`src/rtl/skvt_ram.sv`:
```
`timescale 1ns / 1ps

module skvt_ram #(
   parameter int WIDTH = 32,
   parameter int DEPTH = 64
) (
   input  logic                     clock,
   input  logic                     wr_en,
   input  logic [$clog2(DEPTH)-1:0] wr_addr,
   input  logic [WIDTH-1:0]         wr_data,
   input  logic [$clog2(DEPTH)-1:0] rd_addr,
   output logic [WIDTH-1:0]         rd_data
);

   logic [WIDTH-1:0] mem [DEPTH];
   logic [WIDTH-1:0] rd_data_ff;

   always_ff @(posedge clock) begin
      if (wr_en) begin
         mem[wr_addr] <= wr_data;
      end
      rd_data_ff <= mem[rd_addr];
   end

   assign rd_data = rd_data_ff;

endmodule

```
`config.mk`:
```
export PLATFORM = sky130hd
export DESIGN_NAME = skvt_ram
export DESIGN_NICKNAME = d
export VERILOG_FILES = /design/src/rtl/skvt_ram.sv
export SDC_FILE = /design/constraint.sdc
export NUM_CORES = 2
export LEC_CHECK = 0
export BUFFER_PORTS_ARGS = -buffer_cell sky130_fd_sc_hd__buf_4
export CAP_MARGIN = 20
export CORE_ASPECT_RATIO = 0.8
export CORE_MARGIN = 4
export CORE_UTILIZATION = 40
export CTS_CLUSTER_DIAMETER = 150
export CTS_CLUSTER_SIZE = 16
export DETAILED_ROUTE_END_ITERATION = 10
export GPL_TIMING_DRIVEN = 0
export PLACE_DENSITY = 0.55
export SLEW_MARGIN = 20
export SYNTH_ARGS = -nofsm -noshare
export SYNTH_HDL_FRONTEND = slang
export SYNTH_SLANG_ARGS = --single-unit
```
`constraint.sdc`:
```
create_clock -name clock -period 3.7 [get_ports clock]
set_input_delay 0 -clock clock [delete_from_list [all_inputs] [get_ports clock]]
set_output_delay 0 -clock clock [all_outputs]
set_load 0.02 [all_outputs]
```
==> impl_metrics.toml <==
[logic_synthesis]
ys_warn_count = 0
synth_cells = 3324
syn_nets = 3370
synthTopCellsByArea = "edfxtp_1 78%, mux4_2 16%, mux2i_1 1.2%"
syn_area_sq_mm = 0.07852
synthDistinctLibCells = 34
yosys.area.top_type_share = 0.7833
synth_largest_area_cell = "edfxtp_1"
syn_avg_cell_area_sq_um = 23.62
ys_seq_elements = 2080
synth-seq-area-share = 0.7914

[sta]
hold_viol = 0
fin_ws_ns = -0.01241
rsz0062_at_grt = "no"
clock_skew_ns = 0.02980
relSlewSlack = 0.1837
fin_hold_ws_ns = 0.07146
period_minus_slack_ns = 3.712
period_share = 1.003
fmax_mhz = 269.4
slew_viol_final = 0
tightest_slew_ns = 1.224
setup_viol = 1

[setup_path]
startpoint = "rd_addr[1]"
crit_arrival_ns = 4.33
start_kind = "primary input"
crit_type = "primary input to flip-flop"
required_ns = 4.32
rr_startpoint = "mem[22][2]$_DFFE_PP_"
crit_fanout = 10
end_kind = "flip-flop"

[floorplanning]
coreArea_sq_mm = 0.1952
io_pins = 78
initial_utilization = 0.4022
die_w_um = 503.3
die-area_sq_mm = 0.2035
row_count = 145
die_y_um = 404.3

[global_route]
antenna_found_initial = 16
grt_max_degree = 65
grt_pass1_vias = 37300
grt-ovfl-total = 0
grt.total_usage = 0.2393
grt_pass1_wl_um = 328200

[outcome]
violations = "negative setup slack"
status = "complete, but fails checks"

[detailed_routing]
vias_per_cell = 6.163
drc = 0
dr.pass1.iters = 5
wl_um = 243000
wl_per_cell_um = 38.34
drt_iter0_markers = 6676
num_vias = 39070
ant_nets = 0

[cts]
htreeDepth = 4
postCtsSetupRepairBufs = 0
cts_buffer_depth = 3
numCtsBuffers = 147
clockRootBuffer = "clkbuf_16"
worstSkewPairLatency_ns = 0.80
cts_tree = "done"
clk_pin_slew_ns = 0.08
cts.sinks = 2080

[power]
power_switching_w = 0.009908
pwr-share-seq = 0.588
power_leakage_nw = 27.63
intPower_w = 0.03451
ir_worst_vdd_uv = 345.5
power.share.clock = 0.346
power_density_mw_per_mm2 = 492.7
power_frac_comb = 0.067
p_sw_frac = 0.2231

[finish]
fin_cells = 6339
nets = 3762
drive_above_1_share = 0.2901
area_delta_synth_final_pct = 14.82
fin_area_sq_mm = 0.09015

[placement]
dp_hpwl_um = 160800
dp.cells = 6100
gp_congestion = 0.8763
place_area_sq_mm = 0.08566
io_buffers = 69

[hold_path]
hold_class = "primary input to flip-flop"
hp-start = "wr_en"

[job]
maxCapViolations = 0
==> registers in the layout, indices dropped and copies added (netlist names) <==
| register | flops |
|---|---|
| mem | 2048 |
| rd_data | 32 |
==> final cells by class <==
type,count,area [sq um]
clock inverter,9,120.1
antenna,6,15.01
fill,16000,105100
sequential,2080,62140
multi-input combinational,1062,15970
clock buffer,185,3949
timing repair buffer,243,3817
tap,2572,3218
buffer,182,923.4
==> power groups by stage <==
stage	Sequential, W	Combinational (W)	Clock (W)
2_1_floorplan	0.0267	0.00127	0
3_3_place_gp	0.0266	0.00280	0
3_5_place_dp	0.0266	0.00290	0
4_1_cts	0.0261	0.00295	0.0156
5_1_grt	0.0261	0.00307	0.0165
6_report	0.0261	0.00297	0.0153
==> Yosys cell counts <==
cell	n
or2_0	1
mux4_2	544
nor2_1	137
mux2i_1	93
clkbuf_1	74
and2_1	2
or2_2	1
buf_2	57
or2_1	1
a41o_1	4
nand3_1	5
a21oi_1	62
o32ai_1	4
nand4b_1	1
nor3_1	7
or3_1	3
a311oi_1	8
buf_1	21
o221ai_1	27
nand2_1	26
nand3b_1	5
and3_1	4
buf_6	5
a31oi_1	1
or3b_1	2
buf_4	25
edfxtp_1	2048
a22oi_1	12
nand2b_1	8
or3b_2	3
dfxtp_1	32
o22ai_1	84
nand4_1	2
nor2b_1	15
==> routing by layer <==
metal  vias to the layer above  track usage  routed length [um]
li1                      14960            -                   -
met2                      2417       0.3406              105500
met3                       365      0.05928               27150
met1                     21330       0.3641              101900
met4                         0      0.07397                8449
met5                         -            0                   0
==> cell usage in the layout (no fill, tap or decap), types with 3 or more instances in the layout <==
cell,count
mux2i_1,93
o22ai_1,84
buf_6,8
nand3b_1,5
nor2b_1,15
buf_16,48
buf_2,61
dfxtp_1,32
diode_2,6
or3b_2,3
a21oi_1,62
buf_4,103
or3_1,3
edfxtp_1,2048
nor2_4,62
nand3_1,5
inv_6,4
dlygate4sd3_1,38
a311oi_1,8
and3_1,4
nand2b_1,8
buf_12,71
nand2_1,26
a22oi_1,12
clkbuf_16,153
nor2_1,75
clkinv_8,4
nor3_1,5
buf_1,16
o221ai_1,27
buf_8,5
mux4_2,544
a41o_1,4
o32ai_1,4
clkbuf_1,85
clkbuf_2,21
==> through the flow <==
stage / utilization / TNS [ns] / total power, W / worst slack, ns
4_1_cts: 0.4616 / 0 / 0.04464 / 0.03744
3_3_place_gp: 0.4213 / -2500.52 / 0.02945 / -3.363
5_1_grt: 0.4618 / 0 / 0.04573 / 0.02234
6_report: 0.4618 / -0.01241 / 0.04442 / -0.01241
2_1_floorplan: - / 0 / 0.02796 / 0.5402
3_5_place_dp: 0.4388 / -5.647 / 0.02954 / -0.8134
==> path summary, 6_finish.rpt <==
path / end / slack (ns) / cells past startpoint
min: mem[51][8]$_DFFE_PP_ / 0.07 / 4
max: rd_data[9]$_DFF_P_ / -0.01 / 9
min reg2reg: rd_data[15]$_DFF_P_ / 1.04 / 4
max reg2reg: rd_data[2]$_DFF_P_ / 1.19 / 4
==> cells by family after synthesis <==
| logic type | synth area share |
|---|---|
| flops | 0.7914 |
| mux | 0.1679 |
| simple gates | 0.01265 |
| compound gates | 0.01673 |
| buf+inv | 0.01128 |
==> timing repair <==
action | CTS | global route
setup endpoints to repair | 0 | 2
hold buffers | 38 | 0
endpoints found under the hold margin | 2070 | 0
gates resized for setup | 0 | 1
==> worst max-delay path, stage by stage <==
cell	delay [ns]
buf_2	0.36
buf_2	0.40
buf_2	0.39
clkdlybuf4s15_1	0.86
nand3b_1	0.66
o221ai_1	0.43
a21oi_1	0.24
a21oi_1	0.73
nor2_1	0.22
Power figures use the tool's default switching activity.
